<file path="src/hdl/lobm_pkg.sv">
`timescale 1ns / 1ps
package lobm_pkg;

  localparam int unsigned DEF_PRICE_LEVELS = 1024;
  localparam int unsigned DEF_ORDER_SLOTS  = 1024;
  localparam int unsigned DEF_ID_BITS      = 12;
  localparam int unsigned DEF_QTY_BITS     = 32;

  localparam int unsigned PRICE_W  = 16;
  localparam int unsigned STATUS_W = 3;
  localparam int unsigned FILLS_W  = 11;
  localparam int unsigned TOTAL_W  = 32;
  localparam int unsigned ROW_W    = 32;
  localparam int unsigned BIT_W    = $clog2(ROW_W);

  localparam logic [STATUS_W-1:0] ST_ADDED     = 3'd0;
  localparam logic [STATUS_W-1:0] ST_BAD_PRICE = 3'd1;
  localparam logic [STATUS_W-1:0] ST_POOL_FULL = 3'd2;
  localparam logic [STATUS_W-1:0] ST_CANCELLED = 3'd3;
  localparam logic [STATUS_W-1:0] ST_NOT_FOUND = 3'd4;

  localparam logic REQ_ADD    = 1'b0;
  localparam logic REQ_CANCEL = 1'b1;

  typedef enum logic [4:0] {
    S_CLR, S_IDLE, S_ACHK, S_A1, S_A2, S_M0, S_M1, S_M2, S_M3, S_M4, S_M5,
    S_U0, S_U1, S_U2, S_C0, S_C1, S_DONE
  } state_e;

  typedef enum logic [4:0] {
    OP_IDLE, OP_CLEAR, OP_LOAD, OP_ADD_CHK, OP_ADD_WR1, OP_ADD_WR2, OP_ROW_RD,
    OP_HEAD_RD, OP_BAMT_RD, OP_AAMT_RD, OP_TRADE, OP_AAMT_WR, OP_SLOT_RD,
    OP_UNLINK, OP_FREE, OP_ID_RD, OP_ID_CHK
  } op_e;

  typedef struct packed {
    logic clr_last;
    logic price_bad;
    logic pool_empty;
    logic no_book;
    logic lvl_gap;
    logic id_missing;
    logic bid_zero;
    logic ask_zero;
    logic pend;
    logic is_cancel;
  } dp_stat_t;

endpackage

</file>
<file path="src/hdl/lobm_ctrl.sv">
`timescale 1ns / 1ps
module lobm_ctrl import lobm_pkg::*; (
  input  logic     clk_i,
  input  logic     rst_ni,
  input  logic     start,
  input  logic     req_type_i,
  input  dp_stat_t stat_i,
  output logic     busy,
  output logic     done_o,
  output op_e      op_o
);

  state_e state_q, state_d;

  always_ff @(posedge clk_i or negedge rst_ni) begin
    if (!rst_ni) begin
      state_q <= S_CLR;
    end else begin
      state_q <= state_d;
    end
  end

  always_comb begin
    state_d = state_q;
    op_o    = OP_IDLE;
    busy    = 1'b1;
    done_o  = 1'b0;
    case (state_q)
      S_CLR: begin
        op_o = OP_CLEAR;
        if (stat_i.clr_last) state_d = S_IDLE;
      end
      S_IDLE: begin
        busy = 1'b0;
        if (start) begin
          op_o    = OP_LOAD;
          state_d = (req_type_i == REQ_CANCEL) ? S_C0 : S_ACHK;
        end
      end
      S_ACHK: begin
        op_o    = OP_ADD_CHK;
        state_d = (stat_i.price_bad || stat_i.pool_empty) ? S_DONE : S_A1;
      end
      S_A1: begin
        op_o    = OP_ADD_WR1;
        state_d = S_A2;
      end
      S_A2: begin
        op_o    = OP_ADD_WR2;
        state_d = S_M0;
      end
      S_M0: begin
        op_o    = OP_ROW_RD;
        state_d = stat_i.no_book ? S_DONE : S_M1;
      end
      S_M1: begin
        op_o    = OP_HEAD_RD;
        state_d = stat_i.lvl_gap ? S_DONE : S_M2;
      end
      S_M2: begin
        op_o    = OP_BAMT_RD;
        state_d = S_M3;
      end
      S_M3: begin
        op_o    = OP_AAMT_RD;
        state_d = S_M4;
      end
      S_M4: begin
        op_o    = OP_TRADE;
        state_d = S_M5;
      end
      S_M5: begin
        op_o    = OP_AAMT_WR;
        state_d = (stat_i.bid_zero || stat_i.ask_zero) ? S_U0 : S_M0;
      end
      S_U0: begin
        op_o    = OP_SLOT_RD;
        state_d = S_U1;
      end
      S_U1: begin
        op_o    = OP_UNLINK;
        state_d = S_U2;
      end
      S_U2: begin
        op_o = OP_FREE;
        if (stat_i.is_cancel) begin
          state_d = S_DONE;
        end else if (stat_i.pend) begin
          state_d = S_U0;
        end else begin
          state_d = S_M0;
        end
      end
      S_C0: begin
        op_o    = OP_ID_RD;
        state_d = S_C1;
      end
      S_C1: begin
        op_o    = OP_ID_CHK;
        state_d = stat_i.id_missing ? S_DONE : S_U1;
      end
      S_DONE: begin
        done_o  = 1'b1;
        state_d = S_IDLE;
      end
      default: begin
        state_d = S_IDLE;
      end
    endcase
  end

  a_done_pulse: assert property (@(posedge clk_i) disable iff (!rst_ni)
    done_o |=> !done_o) else $error("result strobe longer than one cycle");

  a_accept_busy: assert property (@(posedge clk_i) disable iff (!rst_ni)
    (start && !busy) |=> busy) else $error("accepted transfer did not raise busy");

  a_clr_once: assert property (@(posedge clk_i) disable iff (!rst_ni)
    (state_q != S_CLR) |=> (state_q != S_CLR)) else $error("clear pass re-entered");

endmodule

</file>
<file path="config.mk">
export PLATFORM = sky130hd
export DESIGN_NAME = lobm_ctrl
export DESIGN_NICKNAME = d
export VERILOG_FILES = /design/src/hdl/lobm_pkg.sv /design/src/hdl/lobm_ctrl.sv
export SDC_FILE = /design/constraint.sdc
export NUM_CORES = 1
export LEC_CHECK = 0
export BUFFER_PORTS_ARGS = -buffer_cell sky130_fd_sc_hd__buf_2
export CELL_PAD_IN_SITES_DETAIL_PLACEMENT = 1
export CELL_PAD_IN_SITES_GLOBAL_PLACEMENT = 2
export CORE_MARGIN = 1
export CORE_UTILIZATION = 25
export CTS_CLUSTER_SIZE = 16
export DETAILED_ROUTE_END_ITERATION = 8
export HOLD_SLACK_MARGIN = 0.1
export PLACE_DENSITY_LB_ADDON = 0.1
export RECOVER_POWER = 50
export SLEW_MARGIN = 10
export SYNTH_ARGS = -nofsm -noshare
export SYNTH_HDL_FRONTEND = slang
export SYNTH_SLANG_ARGS = --single-unit
</file>
<file path="constraint.sdc">
create_clock -name clk_i -period 1.8 [get_ports clk_i]
set_clock_uncertainty 0.1 [all_clocks]
set_input_delay 0.09 -clock clk_i [delete_from_list [all_inputs] [get_ports clk_i]]
set_output_delay 0.09 -clock clk_i [all_outputs]
set_load 0.1 [all_outputs]
</file>
# ---- Word-level counts from Yosys, hierarchy flattened
# Cells that the tools add are included.
dict set report word_totals {
  mem_count 0
  ramBits 0
  romBits 0
  word_cells 38
  register_bits 5
  latchBits 0
  out_inout_bits 7
  in_bits 14
}
dict set report op_classes {
  n_reduce_logical 4
  n_eq_ne 18
  shift 0
  n_mux 15
  multipliers 0
  addsub 0
  magnitude_cmp 0
  div_mod_pow 0
  bitwise 0
}
# cell n
set ops {}
lappend ops {{$pmux W5 S16} 2}
lappend ops {{$eq A5 B4 Y1 const B} 8}
lappend ops {{$mux W5} 7}
lappend ops {{$eq A5 B3 Y1 const B} 4}
lappend ops {{$mux W4} 3}
lappend ops {{$eq A5 B2 Y1 const B} 2}
lappend ops {{$eq A5 B1 Y1 const B} 1}
lappend ops {{$eq A5 B5 Y1 const B} 1}
lappend ops {{$logic_not A5 Y1} 1}
lappend ops {{$ne A2 B2 Y1 const B} 2}
lappend ops {{$logic_or A1 B1 Y1} 2}
lappend ops {{$mux W1} 2}
lappend ops {{$mux W2} 1}
lappend ops {{$reduce_and A2 Y1} 1}

# ---- Depth between registers and ports, before layout
# Gate-level depths: netlist of the first run.
dict set report logic_depth {
  depth_word 3
  depth_mapped 6
  depth_no_buf 4
}

# ---- Least setup slack after synthesis of the first run
# No wires, ideal clock.
dict set report synth_path {
  path_type {reg-to-output}
  from {register state_q[3]}
  to {output port done_o}
  required_time_ns 1.610
  path_slack_ns -1.267
  path_stages_with_launch 4
  path_buffers 1
  t_arrival_ns 2.877
  cell_sequence {dfrtp_1 buf_6 or3_4 nor3_1}
}
dict set report synth_between {
  elab_chain_len 2
}
# item line_no
set synth_rtl {}
lappend synth_rtl {{start, declared} lobm_ctrl.sv:13} ;# state_e state_q, state_d;
lappend synth_rtl {{start signal, assigned} lobm_ctrl.sv:19} ;# state_q <= state_d;
lappend synth_rtl {{$eq A5 B5 Y1} lobm_ctrl.sv:28} ;# case (state_q)
lappend synth_rtl {{$mux W1} lobm_ctrl.sv:28}
lappend synth_rtl {{end, declared} lobm_ctrl.sv:9} ;# output logic done_o,
# Every way passes these cells.

# ---- Final worst setup path of the first run
dict set report layout_path {
  from {register state_q[1]}
  to {output port done_o}
}
# The elaborated chain is that of the path after synthesis.

==> impl_summary.txt, run 1 <==
----------------------------------------------------
[Outcome]
  Outcome ... complete, no violations

[Timing]
  Number of pins exceeding their max-slew limit in the final report ... 0
  Post-route clock period utilization ... a little over nine tenths
  Hold_ws ... between 100 and 150 ps
  Minimum clock period ... 1698 ps
  Unrepaired setup endpoints after global routing ... false
  Number of failing setup endpoints in the final timing report ... 0
  Setup slack of the critical path after layout ... a little over 100 ps
  Final hold viol count ... 0
  Max Fclk ... 0.5888 GHz
  Worst slew pin tran ... approximately 480 ps
  Remaining max-slew budget at the tightest pin ... around two thirds

[CTS]
  Clock tree buffer depth ... 2
  H-tree levels ... 1
  Master cell of the clock root buffer ... clkbuf_4
  Clock slew seen by the registers of the worst setup and hold paths ... roughly 40 ps
  Inserted Clock Buffers ... 3
  CTS sink count ... 5
  Insertion delay of the later-clocked pin in the worst-skew pair ... 240 ps
  Post-CTS Repair Setup Buffers ... 0
  Clock tree from TritonCTS ... yes

[Hold path]
  WHS Path Cells ... 3
  HP Class ... primary input to register

[Setup path]
  Critical path's slowest cell ... dfrtp_1
  Crit path cell chain ... or3_4 -> nor3_2 -> buf_12
  Critical path launch point ... state_q[1]$_DFFE_PN0P_
  Worst Path Class, Setup ... register to output port
  Arrival time reported for the critical path endpoint ... 1510 ps
  Worst R2R Start ... state_q[1]$_DFFE_PN0P_
  Worst Reg-to-Reg Cells ... 4
  CP Capture Point ... done_o
  Highest net fanout along the worst path ... 7
  Worst endpoint required time ... around 1600 ps
  Crit path largest cell delay ... ~440 ps
  Endpoint of the worst-slack reg-to-reg timing path ... state_q[0]$_DFFE_PN0P_
  Kind of capture point of the worst setup path ... output port
  Startpoint type of the worst setup path ... register
  Register-to-register setup slack ... about 210 ps

[Final layout]
  Multi-input gate area ... ~430 sq um
  Fin nets ... 120
  Layout cell share with drive strength beyond 1 ... ~37%
  Flip-flop count of the largest register after layout ... 5
  Register with the most flip-flops ... state_q
  Post-synthesis to final-layout area growth ... 54.23%
  Biggest registers after layout ... state_q (5)
  Sequential cell area in the final layout ... roughly 130 sq um
  # fillers ... roughly 270
  Diodes inserted ... 0

[Floorplan]
  Starting density of the core ... 26.33%
  Vertical die dimension ... roughly 50 microns
  Die width ... 50.04 microns
  Count of standard-cell rows ... 17
  Placeable core area ... between 0.002 and 0.0025 sq mm
  Die Footprint ... 0.002504 sq mm
  I/O pins ... 21

[Synth]
  Area of the mapped netlist ... just under 600 sq um
  Post-Synthesis Mean Instance Area ... around 7.5 sq um
  Number of standard cells after synthesis ... just under 80
  Count of cell types in the netlist ... 36
  Share of async-settable or async-resettable flops after synthesis ... 100.0%
  Count of state elements after synthesis ... 5
  Sequential cell area fraction in the yosys report ... a little over a fifth
  Post-synth top flop ... dfrtp_1
  Syn_nets ... a little over 90
  Synthesis Warnings ... 0
  Post-synth EDFFs ... 0

[Global route]
  Global-route wire length before repair ... about 3000 microns
  Total congestion overflow ... 0
  Total global-route track usage ... around 16%
  Largest net degree at the start of global routing ... 19
  Number of global-route vias before repair ... just under 700
  Number of antenna violations at the first check in global routing ... 0

[Route]
  Vias per std cell ... roughly 5
  First-pass iteration count of the detailed router ... 4
  Drc violations ... 0
  DRC violation total after the first TritonRoute iteration ... 8
  Average wire length per cell after detail routing ... approximately 13 microns
  Remaining antenna violation count ... 0
  Via count of the routed design ... around 670
  Total length of routed wires ... 1779 microns

[Place]
  Routability cong. ... roughly 0.80
  Hpwl dp ... about 1500 microns
  Worst slack at placement ... 228.5 ps
  Quantity of I/O buffers inserted on ports ... 20

[Power and ir drop]
  Cell area power density ... 2092 mW/mm^2
  Worst vdd ir ... ~1.1 mV
  Leak ... 0.3842 nW

[Flow run]
  Number of max-cap violations ... 0

----------------------------------------------------
-- cells in the final DEF (no fill, tap or decap), types with 3 or more instances in the layout --
master / n
clkbuf_4: 4
nor2_1: 5
nor2_4: 3
nor3_1: 3
buf_12: 5
nand2b_1: 3
buf_4: 7
dlygate4sd3_1: 3
nor2b_1: 4
a31oi_1: 7
dfrtp_1: 4
nand2_1: 6
o21ai_0: 5
buf_2: 14
-- through the flow --
step / area, sq um / std cells / util [%] / power, W / TNS [ps]
floorplan: 608.1 / 77 / - / 0.001349 / -404.2
global placement: 833.3 / 126 / 38.04 / 0.001756 / 0
detailed placement: 833.3 / 126 / 38.04 / 0.001749 / 0
CTS: 889.6 / 133 / 40.61 / 0.001889 / 0
global route: 889.6 / 133 / 40.61 / 0.001989 / 0
finish: 889.6 / 133 / 40.61 / 0.001861 / 0
-- kinds of logic after synthesis --
| kind of cell | count (synthesis) | share of synthesized area (%) |
|---|---|---|
| compound gates | 24 | 29.72 |
| xor+xnor | 2 | 3.037 |
| buf+inv | 8 | 7.809 |
| flops | 5 | 21.69 |
| mux | 1 | 1.735 |
| simple gates | 37 | 36.01 |
-- cells in the mapped netlist, types with 2 or more instances --
master,count,area share [%]
a31oi_1,7,7.6
nand2b_1,3,3.3
a21boi_1,2,2.6
buf_2,3,2.6
nor3_1,4,3.5
and2b_1,2,2.6
and3_1,2,2.2
nor2b_1,4,4.3
dfrtp_1,5,22
nor2_1,8,5.2
inv_1,2,1.3
o21ai_0,5,4.3
nand2_1,6,3.9
and2_1,2,2.2
-- repair_timing --
| action | CTS | global route |
|---|---|---|
| endpoints found under the hold margin | 6 | 0 |
| endpoints found under the setup margin | 0 | 4 |
| hold buffers | 3 | 0 |
| gates resized for setup | 0 | 4 |
-- cell type report --
type / count / share of cell area, %
clock buffer: 4 / 2.954
inverter: 2 / 0.8439
multi-input combinational: 64 / 48.80
sequential: 5 / 14.21
tap: 28 / 3.938
timing repair buffer: 30 / 29.25
-- routing by layer --
layer	track usage, %	vias up	wire length [microns]
met2	29.33	16	900
li1	-	337	-
met3	4.012	0	67
met1	18.67	312	811
met4	1.429	0	0
met5	0	-	0
-- worst max-delay path: cells and delay by family, from the launching register on --
family	cells	cell delay, ps
and+or+nand+nor	2	620
DFF	1	440
buffers and inverters	1	210
-- worst min-delay path by stage --
stage,endpoint,start,slack (ps)
6_report,state_q[2]$_DFFE_PN0P_,stat_i[1],130
5_1_grt,state_q[2]$_DFFE_PN0P_,stat_i[1],150
4_1_cts,state_q[2]$_DFFE_PN0P_,stat_i[1],110
3_5_place_dp,state_q[4]$_DFFE_PN0P_,rst_ni,-190
3_3_place_gp,state_q[4]$_DFFE_PN0P_,rst_ni,-190
2_1_floorplan,state_q[0]$_DFFE_PN0P_,rst_ni,-310
-- power breakdown --
part           total, W  internal [W]  switching, W
clock          0.000128     0.0000837     0.0000447
combinational   0.00151      0.000526      0.000988
sequential     0.000218      0.000158     0.0000605
Note: power is estimated with default switching activity, not from simulation.
==> run 2, diff against run 1 <==
CORE_UTILIZATION = 27   (was 25)
CTS_BUF_LIST = sky130_fd_sc_hd__clkbuf_4   (was not set)
SKIP_LAST_GASP = 1   (was not set)
==> impl_summary.txt, run 2 (same netlist as run 1, synthesis figures left out) <==
----------------------------------------------------
[Outcome]
  Outcome ... complete, no violations (unchanged)

[Floorplan]
  Count of standard-cell rows ... 16 (was 17)
  Starting density of the core ... 29.10% (was 26.33%)
  Die width ... 48.22 microns (was 50.04 microns)
  Die Footprint ... 0.002325 sq mm (was 0.002504 sq mm)
  I/O pins ... 21 (unchanged)
  Placeable core area ... 0.001982 sq mm (was 0.002191 sq mm)
  Vertical die dimension ... 48.22 microns (was 50.04 microns)

[Final layout]
  Biggest registers after layout ... state_q (5) (unchanged)
  Fin nets ... 119 (was 120)
  Post-synthesis to final-layout area growth ... 58.35% (was 54.23%)
  Flip-flop count of the largest register after layout ... 5 (unchanged)
  Most frequent cells in the layout ... buf_2, a31oi_1, nand2_1, buf_12 (was buf_2, a31oi_1, buf_4)
  Most common cell after layout, fill and taps aside ... buf_2 (unchanged)
  Layout cell share with drive strength beyond 1 ... 39.42% (was 37.14%)
  Diodes inserted ... 0 (unchanged)
  Register with the most flip-flops ... state_q (unchanged)
  # fillers ... 239 (was 269)

[Setup path]
  Critical path's slowest cell ... dfrtp_2 (was dfrtp_1)
  Cell family contributing the most delay on the critical path ... simple AND/OR/NAND/NOR gates (unchanged)
  Highest net fanout along the worst path ... 12 (was 7)
  Crit path cell chain ... or3_4 -> nor3_4 -> buf_12 (was or3_4 -> nor3_2 -> buf_12)
  Crit path largest cell delay ... 470 ps (was 440 ps)
  Kind of capture point of the worst setup path ... output port (unchanged)
  Startpoint type of the worst setup path ... register (unchanged)
  Worst Path Class, Setup ... register to output port (unchanged)
  Arrival time reported for the critical path endpoint ... 1540 ps (was 1510 ps)
  Worst endpoint required time ... 1610 ps (about the same)
  Buffers and inverters on the worst path ... 1 (unchanged)

[Timing]
  Number of failing setup endpoints in the final timing report ... 0 (unchanged)
  Worst slew pin tran ... 482.9 ps (was 481.0 ps)
  Post-route clock period utilization ... 95.84% (was 94.35%)
  Number of pins exceeding their max-slew limit in the final report ... 0 (unchanged)
  Max Fclk ... 0.5797 GHz (was 0.5888 GHz)
  Minimum clock period ... 1725 ps (was 1698 ps)
  Setup Total Neg Slack ... 0 ps (unchanged)
  Final hold viol count ... 0 (unchanged)
  Unrepaired setup endpoints after global routing ... true (was false)
  Remaining max-slew budget at the tightest pin ... 68.03% (was 68.15%)

[Route]
  Via count of the routed design ... 687 (was 665)
  Average wire length per cell after detail routing ... 14.76 microns (was 13.38 microns)
  Total length of routed wires ... 1933 microns (was 1779 microns)
  Remaining antenna violation count ... 0 (unchanged)
  Drc violations ... 0 (unchanged)
  Vias per std cell ... 5.244 (was 5.000)
  First-pass iteration count of the detailed router ... 4 (unchanged)
  DRC violation total after the first TritonRoute iteration ... 14 (was 8)

[Power and ir drop]
  Worst vdd ir ... 1.290 mV (was 1.082 mV)
  Power, Total ... 0.001981 W (was 0.001861 W)
  Leak ... 0.3875 nW (was 0.3842 nW)
  Cell area power density ... 2169 mW/mm^2 (was 2092 mW/mm^2)

[Place]
  Hpwl dp ... 1484 microns (was 1507 microns)
  Routability cong. ... 0.8602 (was 0.8010)
  Quantity of I/O buffers inserted on ports ... 20 (unchanged)

[Global route]
  Total congestion overflow ... 0 (unchanged)
  Global-route wire length before repair ... 3029 microns (was 3008 microns)
  Number of antenna violations at the first check in global routing ... 0 (unchanged)
  Total global-route track usage ... 19.45% (was 15.89%)
  Number of global-route vias before repair ... 606 (was 677)
  Largest net degree at the start of global routing ... 19 (unchanged)

[CTS]
  H-tree levels ... 1 (unchanged)
  CTS sink count ... 5 (unchanged)
  Clock tree buffer depth ... 2 (unchanged)
  Clock slew seen by the registers of the worst setup and hold paths ... 50 ps (was 40 ps)
  Post-CTS Repair Setup Buffers ... 0 (unchanged)
  Clock tree from TritonCTS ... yes (unchanged)
  Master cell of the clock root buffer ... clkbuf_4 (unchanged)
  Insertion delay of the later-clocked pin in the worst-skew pair ... 250 ps (was 240 ps)
  Inserted Clock Buffers ... 3 (unchanged)

[Flow run]
  Number of max-cap violations ... 0 (unchanged)

[Hold path]
  HP Class ... primary input to register (unchanged)

----------------------------------------------------
==> run 2: layer usage <==
| layer | part of all wire (%) | up-vias | track usage [%] | routed length [microns] |
|---|---|---|---|---|
| met5 | 0 | - | 0 | 0 |
| met4 | 3.2 | 0 | 12.22 | 61 |
| met3 | 4.6 | 7 | 1.111 | 88 |
| met2 | 48 | 29 | 29.07 | 926 |
| met1 | 44 | 317 | 27.13 | 856 |
| li1 | - | 334 | - | - |
==> run 2: where the power goes <==
group	internal [W]	switching [W]	total (W)
Clock	0.0000993	0.0000533	0.000153
Combinational	0.000567	0.00101	0.00158
Sequential	0.000161	0.0000860	0.000247
Total	0.000828	0.00115	0.00198
==> run 2: path summary, 6_finish.rpt <==
path / start / end / slack, ps / depth (start not counted)
max: state_q[1]$_DFFE_PN0P_ / done_o / 70 / 3
min: stat_i[0] / state_q[0]$_DFFE_PN0P_ / 140 / 3
max reg2reg: state_q[1]$_DFFE_PN0P_ / state_q[0]$_DFFE_PN0P_ / 230 / 4
min reg2reg: state_q[0]$_DFFE_PN0P_ / state_q[2]$_DFFE_PN0P_ / 630 / 2
max in group asynchronous: rst_ni / state_q[0]$_DFFE_PN0P_ / 710 / 3
min in group asynchronous: rst_ni / state_q[2]$_DFFE_PN0P_ / 670 / 3
==> run 2: repair_timing <==
item	in CTS	in global routing
endpoints found under the setup margin	2	3
endpoints found under the hold margin	7	0
gates resized for setup	2	3
hold buffers	4	0
==> run 2: area by class of cell <==
class	count	area, sq um	share of cell area (%)
clock buffer	4	30.03	3.288
multi-input combinational	64	445.4	48.77
tap	27	33.78	3.699
sequential	5	128.9	14.11
timing repair buffer	29	267.8	29.32
inverter	2	7.507	0.8219
==> run 2: worst register-to-register path: stages (launching register included) <==
cell and delay (ps):
dfrtp_2 470, or3_4 450, o21ai_4 210, a31oi_1 70, a31oi_1 180
==> run 2: through the flow <==
stage / std cells / instance area [sq um] / hold WS [ps] / utilization [%] / setup WS, ps
final: 131 / 913.4 / 138.5 / 46.09 / 74.83
after CTS: 131 / 904.6 / 136.8 / 45.64 / 13.80
after global placement: 123 / 832.0 / -190.4 / 41.98 / 217.1
after floorplan: 77 / 608.1 / -305.6 / - / -404.2
after detailed placement: 123 / 832.0 / -188.0 / 41.98 / 215.2
after global routing: 131 / 913.4 / 161.0 / 46.09 / -0.1303
